**src/bpe_pkg.sv**
```systemverilog
`default_nettype none
// ----------------------------------------------------------------------------
// bpe_pkg
// Shared types, opcode codes and encoding tables for the baseline PIC
// 12-bit instruction encoder and byte packer.
// ----------------------------------------------------------------------------
package bpe_pkg;

  // Opcode selector codes, in the order the front end numbers them
  typedef enum logic [5:0] {
    OP_ADDWF, OP_ANDWF, OP_CLRF, OP_CLRW, OP_COMF, OP_DECF,
    OP_DECFSZ, OP_INCF, OP_INCFSZ, OP_IORWF, OP_MOVF, OP_MOVWF,
    OP_NOP, OP_RLF, OP_RRF, OP_SUBWF, OP_SWAPF, OP_XORWF,
    OP_BCF, OP_BSF, OP_BTFSC, OP_BTFSS, OP_ANDLW, OP_CALL,
    OP_CLRWDT, OP_GOTO, OP_IORLW, OP_MOVLW, OP_OPTION,
    OP_RETLW, OP_SLEEP, OP_TRIS, OP_XORLW
  } op_t;

  // Fixed machine words and prefixes
  localparam logic [11:0] W_CLRF_BASE  = 12'h060;
  localparam logic [11:0] W_CLRW       = 12'h040;
  localparam logic [11:0] W_MOVWF_BASE = 12'h020;
  localparam logic [11:0] W_NOP        = 12'h000;
  localparam logic [11:0] W_CLRWDT     = 12'h004;
  localparam logic [11:0] W_GOTO_BASE  = 12'hA00;
  localparam logic [11:0] W_OPTION     = 12'h002;
  localparam logic [11:0] W_SLEEP      = 12'h003;
  localparam logic [3:0]  BIT_OP_BASE  = 4'h4;

  // Upper opcode bits of the byte-oriented file register operations
  localparam int unsigned NUM_BYTE_OPS = 18;
  localparam logic [3:0] BYTE_OPS [NUM_BYTE_OPS] = '{
    4'h7, 4'h5, 4'h3, 4'h0, 4'h9, 4'h3, 4'hB, 4'hA, 4'hF,
    4'h4, 4'h8, 4'h0, 4'h0, 4'hD, 4'hC, 4'h2, 4'hE, 4'h6
  };

  // Upper nibble of the literal operations, indexed from ANDLW
  localparam int unsigned NUM_LIT_OPS = 11;
  localparam logic [3:0] LIT_OPS [NUM_LIT_OPS] = '{
    4'hE, 4'h9, 4'h0, 4'h0, 4'hD, 4'hC, 4'h0, 4'h8, 4'h0, 4'h0, 4'hF
  };

  // Depth of the output byte buffer: two word bytes and a flush byte
  localparam int unsigned SLOTS = 3;

  // Encoder result passed to the packer
  typedef struct packed {
    logic        ok;    // known opcode, word is appended
    logic [11:0] word;
    logic        warn;  // an operand was wider than its field
  } enc_t;

  // One packed output byte with its flags
  typedef struct packed {
    logic [7:0] data;
    logic       warn;
    logic       last;
  } res_t;

endpackage : bpe_pkg
`default_nettype wire

```
**src/bpe_encode.sv**
```systemverilog
`default_nettype none
// ----------------------------------------------------------------------------
// bpe_encode
// Forms the 12-bit baseline machine word from an opcode and its operands,
// flagging any operand that does not fit its field.
// ----------------------------------------------------------------------------
module bpe_encode
  import bpe_pkg::*;
(
  input  wire logic [5:0]  mode,
  input  wire logic [15:0] reg_addr,
  input  wire logic [15:0] dest_sel,
  input  wire logic [15:0] bit_index,
  input  wire logic [15:0] literal,
  output enc_t             enc
);

  logic       f5_wide;
  logic       f3_wide;
  logic       d_wide;
  logic       b_wide;
  logic       k8_wide;
  logic       k9_wide;
  logic [1:0] bit_sel;
  logic [3:0] lit_idx;
  logic [4:0] byte_idx;

  // Operand overflow checks
  assign f5_wide = |reg_addr[15:5];
  assign f3_wide = |reg_addr[15:3];
  assign d_wide  = |dest_sel[15:1];
  assign b_wide  = |bit_index[15:3];
  assign k8_wide = |literal[15:8];
  assign k9_wide = |literal[15:9];

  assign bit_sel  = 2'(mode - 6'(OP_BCF));
  assign lit_idx  = 4'(mode - 6'(OP_ANDLW));
  assign byte_idx = mode[4:0];

  // Select the word format by opcode
  always_comb begin
    enc.ok   = 1'b1;
    enc.word = W_NOP;
    enc.warn = 1'b0;
    case (mode)
      OP_CLRF: begin
        enc.word = W_CLRF_BASE | {7'b0, reg_addr[4:0]};
        enc.warn = f5_wide;
      end
      OP_CLRW:   enc.word = W_CLRW;
      OP_MOVWF: begin
        enc.word = W_MOVWF_BASE | {7'b0, reg_addr[4:0]};
        enc.warn = f5_wide;
      end
      OP_NOP:    enc.word = W_NOP;
      OP_CLRWDT: enc.word = W_CLRWDT;
      OP_GOTO: begin
        enc.word = W_GOTO_BASE | {3'b0, literal[8:0]};
        enc.warn = k9_wide;
      end
      OP_OPTION: enc.word = W_OPTION;
      OP_SLEEP:  enc.word = W_SLEEP;
      OP_TRIS: begin
        enc.word = {9'b0, reg_addr[2:0]};
        enc.warn = f3_wide;
      end
      default: begin
        if (mode < 6'(OP_BCF)) begin
          // byte-oriented file register operation
          enc.word = {2'b0, BYTE_OPS[byte_idx], dest_sel[0], reg_addr[4:0]};
          enc.warn = d_wide | f5_wide;
        end else if (mode < 6'(OP_ANDLW)) begin
          // bit-oriented file register operation
          enc.word = {BIT_OP_BASE + {2'b0, bit_sel}, bit_index[2:0], reg_addr[4:0]};
          enc.warn = b_wide | f5_wide;
        end else if (mode <= 6'(OP_XORLW)) begin
          // literal operation
          enc.word = {LIT_OPS[lit_idx], literal[7:0]};
          enc.warn = k8_wide;
        end else begin
          // unknown opcode: nothing appended
          enc.ok = 1'b0;
        end
      end
    endcase
  end

endmodule : bpe_encode
`default_nettype wire

```
**src/bpe_packer.sv**
```systemverilog
`default_nettype none
// ----------------------------------------------------------------------------
// bpe_packer
// Packs 12-bit words MSB-first into bytes, flushes the partial byte on the
// last item and drains the bytes of one item through a three-entry buffer.
// ----------------------------------------------------------------------------
module bpe_packer
  import bpe_pkg::*;
(
  input  wire logic       clk,
  input  wire logic       rst_n,
  input  wire logic       item_vld,
  input  wire enc_t       enc,
  input  wire logic       item_last,
  output logic            take,
  output logic            out_valid,
  input  wire logic       out_stall,
  output res_t            out_res
);

  logic       half_r, half_nxt;
  logic [3:0] nib_r, nib_nxt;
  logic [1:0] rem_r, rem_nxt;
  res_t       slot_r [SLOTS];
  res_t       slot_nxt [SLOTS];

  logic       fire;
  logic       can_take;
  logic       half_mid;
  logic [3:0] nib_mid;
  logic [1:0] n_emit;
  logic [7:0] e0;
  logic [7:0] e1;
  logic [7:0] flush_byte;
  res_t       gen [SLOTS];

  assign fire      = out_valid && !out_stall;
  assign out_valid = (rem_r != 2'd0);
  assign out_res   = slot_r[0];
  assign can_take  = (rem_r == 2'd0) || ((rem_r == 2'd1) && fire);
  assign take      = item_vld && can_take;

  // Append the word to the pending nibble
  always_comb begin
    e0       = enc.word[11:4];
    e1       = enc.word[7:0];
    half_mid = half_r;
    nib_mid  = nib_r;
    n_emit   = 2'd0;
    if (enc.ok) begin
      if (half_r) begin
        e0       = {nib_r, enc.word[11:8]};
        half_mid = 1'b0;
        nib_mid  = 4'h0;
        n_emit   = 2'd2;
      end else begin
        half_mid = 1'b1;
        nib_mid  = enc.word[3:0];
        n_emit   = 2'd1;
      end
    end
    flush_byte = half_mid ? {nib_mid, 4'h0} : 8'h00;
  end

  // Lay out this item's bytes, flush byte right after the full ones
  always_comb begin
    for (int k = 0; k < SLOTS; k++) begin
      gen[k].data = flush_byte;
      gen[k].warn = enc.warn;
      gen[k].last = 1'b1;
    end
    if (n_emit != 2'd0) begin
      gen[0].data = e0;
      gen[0].last = 1'b0;
    end
    if (n_emit == 2'd2) begin
      gen[1].data = e1;
      gen[1].last = 1'b0;
    end
  end

  // Next state of packer and buffer
  always_comb begin
    half_nxt = half_r;
    nib_nxt  = nib_r;
    rem_nxt  = rem_r;
    for (int k = 0; k < SLOTS; k++) begin
      slot_nxt[k] = slot_r[k];
    end
    if (take) begin
      half_nxt = item_last ? 1'b0 : half_mid;
      nib_nxt  = item_last ? 4'h0 : nib_mid;
      rem_nxt  = n_emit + {1'b0, item_last};
      for (int k = 0; k < SLOTS; k++) begin
        slot_nxt[k] = gen[k];
      end
    end else if (fire) begin
      // advance the buffer by one byte
      rem_nxt     = rem_r - 2'd1;
      slot_nxt[0] = slot_r[1];
      slot_nxt[1] = slot_r[2];
    end
  end

  // Control state
  always_ff @(posedge clk) begin
    if (!rst_n) begin
      half_r <= 1'b0;
      nib_r  <= 4'h0;
      rem_r  <= 2'd0;
    end else begin
      half_r <= half_nxt;
      nib_r  <= nib_nxt;
      rem_r  <= rem_nxt;
    end
  end

  // Byte buffer
  always_ff @(posedge clk) begin
    for (int k = 0; k < SLOTS; k++) begin
      slot_r[k] <= slot_nxt[k];
    end
  end

  // Checks
  a_flush_clears: assert property (@(posedge clk) disable iff (!rst_n)
    (take && item_last) |=> (!half_r && (nib_r == 4'h0)))
    else $error("packer not empty after flush");

  a_no_overfill: assert property (@(posedge clk) disable iff (!rst_n)
    rem_r != 2'd3 || !$past(fire) || $past(take))
    else $error("buffer count grew without a load");

  a_take_when_drained: assert property (@(posedge clk) disable iff (!rst_n)
    take |-> ((rem_r == 2'd0) || (rem_r == 2'd1 && fire)))
    else $error("item loaded over undelivered bytes");

  a_last_slot: assert property (@(posedge clk) disable iff (!rst_n)
    (out_valid && out_res.last) |-> (rem_r == 2'd1))
    else $error("final byte is not the last buffered byte");

endmodule : bpe_packer
`default_nettype wire

```
**src/baseline_pic_instr_encode_pack.sv**
```systemverilog
`default_nettype none
// An accepted item is held in the input register and encoded from it; its
// bytes load into the output buffer when the packer takes the item, which
// waits for the buffer to empty or give its last byte; the first byte is then offered.
// The buffer gives one byte per cycle while out_stall is low; a word gives one
// or two bytes in turn, a last item adds a flush byte and an unknown opcode
// gives no word bytes. A new item enters as the last byte leaves.
// Reset empties the input stage and the byte buffer and clears the pending nibble.
// ----------------------------------------------------------------------------
// baseline_pic_instr_encode_pack
// Baseline PIC 12-bit instruction encoder with MSB-first byte packing.
// ----------------------------------------------------------------------------
module baseline_pic_instr_encode_pack
  import bpe_pkg::*;
(
  input  wire logic        clk,
  input  wire logic        rst_n,
  input  wire logic        in_valid,
  output logic             in_stall,
  input  wire logic [5:0]  in_mode,
  input  wire logic [15:0] in_reg_addr,
  input  wire logic [15:0] in_dest_sel,
  input  wire logic [15:0] in_bit_index,
  input  wire logic [15:0] in_literal,
  input  wire logic        in_last_item,
  output logic             out_valid,
  input  wire logic        out_stall,
  output logic [7:0]       out_byte,
  output logic             out_warn_truncated,
  output logic             out_last_byte
);

  logic        a_vld_r, a_vld_nxt;
  logic [5:0]  mode_r;
  logic [15:0] reg_addr_r;
  logic [15:0] dest_sel_r;
  logic [15:0] bit_index_r;
  logic [15:0] literal_r;
  logic        last_r;
  logic        in_fire;
  logic        take;
  enc_t        enc;
  res_t        res;

  assign in_stall  = a_vld_r && !take;
  assign in_fire   = in_valid && !in_stall;
  assign a_vld_nxt = in_fire ? 1'b1 : (take ? 1'b0 : a_vld_r);

  // Input stage valid
  always_ff @(posedge clk) begin
    if (!rst_n) begin
      a_vld_r <= 1'b0;
    end else begin
      a_vld_r <= a_vld_nxt;
    end
  end

  // Input stage payload
  always_ff @(posedge clk) begin
    if (in_fire) begin
      mode_r      <= in_mode;
      reg_addr_r  <= in_reg_addr;
      dest_sel_r  <= in_dest_sel;
      bit_index_r <= in_bit_index;
      literal_r   <= in_literal;
      last_r      <= in_last_item;
    end
  end

  bpe_encode u_encode (
    .mode      (mode_r),
    .reg_addr  (reg_addr_r),
    .dest_sel  (dest_sel_r),
    .bit_index (bit_index_r),
    .literal   (literal_r),
    .enc       (enc)
  );

  bpe_packer u_packer (
    .clk       (clk),
    .rst_n     (rst_n),
    .item_vld  (a_vld_r),
    .enc       (enc),
    .item_last (last_r),
    .take      (take),
    .out_valid (out_valid),
    .out_stall (out_stall),
    .out_res   (res)
  );

  assign out_byte           = res.data;
  assign out_warn_truncated = res.warn;
  assign out_last_byte      = res.last;

endmodule : baseline_pic_instr_encode_pack
`default_nettype wire
```
**config.mk**
```make
export PLATFORM = sky130hd
export DESIGN_NAME = baseline_pic_instr_encode_pack
export DESIGN_NICKNAME = d
export VERILOG_FILES = /design/src/bpe_pkg.sv /design/src/bpe_encode.sv /design/src/bpe_packer.sv /design/src/baseline_pic_instr_encode_pack.sv
export SDC_FILE = /design/constraint.sdc
export NUM_CORES = 1
export LEC_CHECK = 0
export BUFFER_PORTS_ARGS = -buffer_cell sky130_fd_sc_hd__buf_4
export CAP_MARGIN = 20
export CORE_MARGIN = 3
export CORE_UTILIZATION = 35
export DETAILED_ROUTE_END_ITERATION = 12
export PLACE_DENSITY = 0.59
export RECOVER_POWER = 50
export REMOVE_ABC_BUFFERS = 1
export SYNTH_ARGS = -nofsm -noshare
export SYNTH_HDL_FRONTEND = slang
export SYNTH_SLANG_ARGS = --single-unit
```
**constraint.sdc**
```tcl
create_clock -name clk -period 9.5 [get_ports clk]
set_input_delay 1.425 -clock clk [delete_from_list [all_inputs] [get_ports clk]]
set_output_delay 1.425 -clock clk [all_outputs]
set_load 0.1 [all_outputs]
```
# ---- Word-level counts from Yosys, hierarchy flattened
# Memory sizes are Yosys's and may differ from the RTL's.
# Index checks and enable logic that the tools add are counted.
dict set report op_classes {
  n_mux 36
  addsub 5
  order_cmp 5
  n_eq_ne 11
  reduce_logical 23
  shift 0
  div 0
  n_bitwise 4
  multipliers 0
}
# operator count
set op_table {}
lappend op_table {{12-bit one-hot mux with 9 select lines} 1}
lappend op_table {{13-bit 2-to-1 mux} 4}
lappend op_table {{20-bit 2-to-1 mux} 2}
lappend op_table {{8-bit 2-to-1 mux} 5}
lappend op_table {{6-bit by 5-bit == test with 1-bit output (second input constant)} 5}
lappend op_table {{4-bit 2-to-1 mux} 7}
lappend op_table {{13-bit OR reduction} 2}
lappend op_table {{15-bit OR reduction} 1}
lappend op_table {{6-bit by 2-bit == test with 1-bit output (second input constant)} 2}
lappend op_table {{6-bit by 4-bit == test with 1-bit output (second input constant)} 2}
lappend op_table {{6-bit by 5-bit < comparator with 1-bit output (second input constant)} 2}
lappend op_table {{1-bit 2-to-1 mux} 11}
lappend op_table {{11-bit OR reduction} 1}
lappend op_table {{10-bit 2-to-1 mux} 1}
lappend op_table {{9-bit OR reduction} 1}
lappend op_table {{2-bit 2-to-1 mux} 4}
lappend op_table {{2-bit nonzero test} 4}
lappend op_table {{8-bit OR reduction} 1}
lappend op_table {{7-bit OR reduction} 1}
lappend op_table {{6-bit >= comparator (second input constant)} 1}
lappend op_table {{6-bit less-or-equal comparator (second input constant)} 1}
lappend op_table {{5-bit NOT with 6-bit output} 1}
lappend op_table {{5-bit >= comparator (second input constant)} 1}
lappend op_table {{1-bit logical AND} 5}
lappend op_table {{other kinds (15)} 18}
dict set report word_totals {
  ff_bits 79
  rom_bits 192
  output_inout_bits 12
  memories 3
  latch_bits 0
  inputBits 75
  elab_cells 97
  ram_bits 30
}
# name depth width read_ports rd_clocked_by_memory_dff wr line
set memory_table {}
lappend memory_table {{(name not given)} 32 4 1 0 0 bpe_encode.sv:70} ;# enc.word = {2'b0, BYTE_OPS[byte_idx], dest_sel[0], reg_addr[4:0]};
lappend memory_table {{(name not given)} 16 4 1 0 0 bpe_encode.sv:78} ;# enc.word = {LIT_OPS[lit_idx], literal[7:0]};
lappend memory_table {u_packer.slot_r 3 10 3 0 3 bpe_packer.sv:24} ;# res_t slot_r [SLOTS];

# ---- Logic depth before layout (Yosys ltp)
dict set report depth {
  ltp_word 15
  ltp_mapped 12
  depth_no_buf 11
}

# ---- Cells and area by module
# A second synthesis with hierarchy kept.
dict set report hier_totals {
  hier_cells 360
  hier_area_um2 4859.7
}
# mod seq_area_each_um2 instances area_per_inst_um2 cells_each
set modules_own_cells {}
lappend modules_own_cells {baseline_pic_instr_encode_pack 2152.1 1 2179.6 75}
lappend modules_own_cells {bpe_packer 890.9 1 1664.1 145}
lappend modules_own_cells {bpe_encode 0.0 1 1016.0 140}

# ---- Worst setup path after synthesis
# No wires, ideal clock.
dict set report synth_path {
  kind {in2reg}
  start {input port out_stall}
  end {register bit_index_r[0] (enable)}
  setup_time_ns 0.786
  n_path_buf 0
  arrival_ns 6.069
  slack_ns 2.645
  cell_stages 3
  required_ns 8.714
  path_cell_list {nor2b_1 -> nor3_1 -> nor2b_1}
}
dict set report synth_between {
  elab_chain_cells 9
}
# element line
set synth_lines {}
lappend synth_lines {{from (decl)} baseline_pic_instr_encode_pack.sv:27} ;# input wire logic out_stall,
lappend synth_lines {{1-bit logical NOT} bpe_packer.sv:37} ;# assign fire = out_valid && !out_stall;
lappend synth_lines {{1-bit logical AND} bpe_packer.sv:37}
lappend synth_lines {{1-bit logical AND} bpe_packer.sv:40} ;# assign can_take = (rem_r == 2'd0) || ((rem_r == 2'd1) && fire);
lappend synth_lines {{1-bit logical OR} bpe_packer.sv:40}
lappend synth_lines {{1-bit logical AND} bpe_packer.sv:41} ;# assign take = item_vld && can_take;
lappend synth_lines {{1-bit logical NOT} baseline_pic_instr_encode_pack.sv:45} ;# assign in_stall = a_vld_r && !take;
lappend synth_lines {{1-bit logical AND} baseline_pic_instr_encode_pack.sv:45}
lappend synth_lines {{named net in_stall} baseline_pic_instr_encode_pack.sv:19} ;# output logic in_stall,
lappend synth_lines {{1-bit logical NOT} baseline_pic_instr_encode_pack.sv:46} ;# assign in_fire = in_valid && !in_stall;
lappend synth_lines {{1-bit logical AND} baseline_pic_instr_encode_pack.sv:46}
lappend synth_lines {{to (signal assigned)} baseline_pic_instr_encode_pack.sv:64} ;# bit_index_r <= in_bit_index;
lappend synth_lines {{to (decl)} baseline_pic_instr_encode_pack.sv:37} ;# logic [15:0] bit_index_r;
# The timed path passes the listed nets, and every way through them passes these cells.
# A chain may end at the register's enable or synchronous reset.

# ---- Worst setup path in the final report
dict set report layout_path {
  start {input port out_stall}
  end {output port in_stall}
}
dict set report layout_between {
  elab_chain_cells 7
}
# element line
set layout_lines {}
lappend layout_lines {{1-bit logical NOT} bpe_packer.sv:37}
lappend layout_lines {{1-bit logical AND} bpe_packer.sv:37}
lappend layout_lines {{1-bit logical AND} bpe_packer.sv:40}
lappend layout_lines {{1-bit logical OR} bpe_packer.sv:40}
lappend layout_lines {{1-bit logical AND} bpe_packer.sv:41}
lappend layout_lines {{1-bit logical NOT} baseline_pic_instr_encode_pack.sv:45}
lappend layout_lines {{1-bit logical AND} baseline_pic_instr_encode_pack.sv:45}
lappend layout_lines {{to (decl)} baseline_pic_instr_encode_pack.sv:19}
# No other way between the ends.

==> impl_metrics.tcl <==
set metrics [dict create \
    status "complete, no violations" \
    cp_cell_sequence "clkbuf_1 > nor2b_1 > nor3_1 > buf_4" \
    finalClockSkew_ns 0.00618 \
    final_common_cell "edfxtp_1" \
    antenna_found_initial 0 \
    cts_resized 0 \
    maxCapViolCount 0 \
    grt_pass1_wl_um 17400 \
    gp_congestion 0.878 \
    rsz0062_at_grt "false" \
    ctsHoldBuffers 0 \
    grt_util_all_layers 0.141 \
    power_density_mw_per_mm2 230 \
    async_reset_ff_frac 0 \
    diodes 0 \
    routed_via_density 5.26 \
    relSlewSlack 0.215 \
    use_met1 0.181 \
    min_period_ns 3.90 \
    post-cts-setup-buffers 0 \
    drt_wl_total_um 10700 \
    grt_start_max_net_pins 72 \
    stdcell_count 643 \
    critPathLaunch "out_stall" \
    place_hpwl_um 7720 \
    initial_core_util 0.365 \
    netlist_area_mm2 0.00493 \
    vias 3385 \
    cts-htree-levels 3 \
    final_cell_mix "edfxtp_1, clkbuf_4, nor2_1, nand2_1" \
    finalHoldViolations 0 \
    drive_above_1_share 0.238 \
    synth_cell_types 65 \
    cp-start-kind "input port" \
    max-clock-path-buffers 2 \
    port-buffer-count 86 \
    slowest_delay_ns 0.40 \
    ys_warn_count 0 \
    die_w_um 125 \
    seq_area_frac_synth 0.617 \
    holdCritStartpoint "u_packer.slot_r[0][27]" \
    worstPathRequired_ns 8.08 \
    core-area_mm2 0.0135 \
    dpl.cell_count 627 \
    clock_latency_ns 0.35 \
    first_iter_violations 252 \
    crit_path_end_kind "output port" \
    syn-instance-count 385 \
    final_net_count 551 \
    peakVddDrop_v 0.000152 \
    die_h_um 125 \
    first_global_vias 3370 \
    criticalPathCategory "input port to output port" \
    placementRows 42 \
    setup_viol 0 \
    dieArea_mm2 0.0156 \
    fillers 1234 \
    clkTransAtPathRegs_ns 0.07 \
    drc 0 \
    ios 87 \
    firstDrtPassIters 5 \
    wl_per_cell_um 16.7 \
    cp_max_fo 5 \
    clock-sinks 104 \
    cts_tree "yes" \
    synth.ff_latch_count 104 \
    synth_compound_area_frac 0.152 \
    post-route-util 0.444 \
    grt_overflow 0 \
    met3_usage 0.0497 \
    cts-root-buf "clkbuf_16" \
    synth_top_family_by_area "compound AO/OA/AOI/OAI gates" \
    crit_arrival_ns 2.48 \
    numCtsBuffers 9 \
    worst_pin_slew_ns 1.18 \
    cp_slowest_cell "nor3_1" \
    postRouteAntennaNets 0 \
    fin_setup_tns_ns 0 \
    grt.busiest_layer "met2" \
    synth_xor_area_frac 0.0109 \
    synth_adder_area_share 0.0355 \
    period_share 0.411 \
    leakage_nw 2.21 \
    synth.mux.area_fraction 0.0205 \
    syn_area_per_cell_um2 12.8 \
    ys.flop_type "edfxtp_1" \
    r2r-start "mode_r[2]" \
    hold_class "flop to flop" \
    syn_to_final_growth_pct 21.5 \
    synthSimpleGateAreaFrac 0.125 \
    slew_violations 0 \
    clock.fmax_ghz 0.256 \
    grt_use_met2 0.214 \
    synth_edf_count 96 \
]
worst max-delay path, delay by kind of cell:
family / cells / cell delay [ns]
simple gates: 2 / 0.49
buf+inv: 2 / 0.56
flip-flops by register name, indices dropped and copies added, names as in the netlist:
signal / cells
a_vld_r: 1
bit_index_r: 16
dest_sel_r: 16
last_r: 1
literal_r: 16
mode_r: 6
reg_addr_r: 16
u_packer.half_r: 1
u_packer.nib_r: 4
u_packer.rem_r: 2
u_packer.slot_r: 25
layer usage:
metal / up-vias / wire length (um)
met3: 20 / 969
met2: 121 / 4960
met1: 1608 / 4530
met5: - / 0
met4: 0 / 250
li1: 1636 / -
power by group:
group          internal [mW]  total [mW]  switching, mW
clock                  0.262       0.430          0.168
sequential             0.583       0.614         0.0315
combinational         0.0915       0.337          0.245
total                  0.937        1.38          0.445
Yosys cell counts (3+ instances only):
cell / count / area (um2)
a211oi_1: 5 / 37.5
a21o_1: 3 / 22.5
a21oi_1: 12 / 60.1
a221o_1: 3 / 30.0
a221oi_1: 3 / 26.3
a22o_1: 3 / 26.3
a22oi_1: 12 / 90.1
and3_1: 5 / 31.3
buf_2: 9 / 45.0
buf_4: 8 / 60.1
clkbuf_1: 3 / 11.3
dfxtp_1: 8 / 160
edfxtp_1: 96 / 2880
ha_1: 14 / 175
inv_1: 15 / 56.3
mux2i_1: 9 / 90.1
nand2_1: 26 / 97.6
nand3_1: 4 / 20.0
nand4_1: 3 / 18.8
nor2_1: 26 / 97.6
nor2b_1: 11 / 68.8
nor3_1: 13 / 65.1
nor4_1: 9 / 56.3
o211ai_1: 5 / 37.5
o21a_1: 8 / 60.1
o21ai_0: 10 / 50.1
o21ai_1: 5 / 25.0
o221ai_1: 3 / 26.3
o31ai_1: 5 / 37.5
o31ai_2: 3 / 37.5
kinds of logic after synthesis:
family,after synthesis
fa+ha+maj,14
flops,104
xor+xnor,4
simple gates,116
buf+inv,39
mux,10
compound gates,98
final timing paths:
kind                            cells after the start  slack, ns                     end
worst min-delay path                                2       0.54  u_packer.slot_r[0][17]
worst max register to register                     11       6.05   u_packer.slot_r[0][8]
worst min register to register                      2       0.54  u_packer.slot_r[0][17]
worst max-delay path                                4       5.60                in_stall
through the flow:
step           setup WS, ns  hold slack (ns)  total power, mW  area, um2
2_1_floorplan          2.64            0.495            0.875       4800
6_report               5.60            0.539             1.38       6000
3_3_place_gp           5.73            0.518            0.971       5700
4_1_cts                5.70            0.545             1.41       6050
5_1_grt                5.47            0.573             1.45       6000
3_5_place_dp           5.71            0.516            0.978       5700
area by class of cell:
cell class / count / area (um2) / share of cell area
clock buffers: 10 / 229 / 0.0382
well taps: 176 / 220 / 0.0367
clock inverters: 6 / 121 / 0.0202
repair buffers: 89 / 616 / 0.103
flip-flops and latches: 104 / 3040 / 0.507
inverters: 16 / 61.3 / 0.0102
multi-input cells: 242 / 1710 / 0.285
No activity file was read; power rests on OpenSTA's default activity.
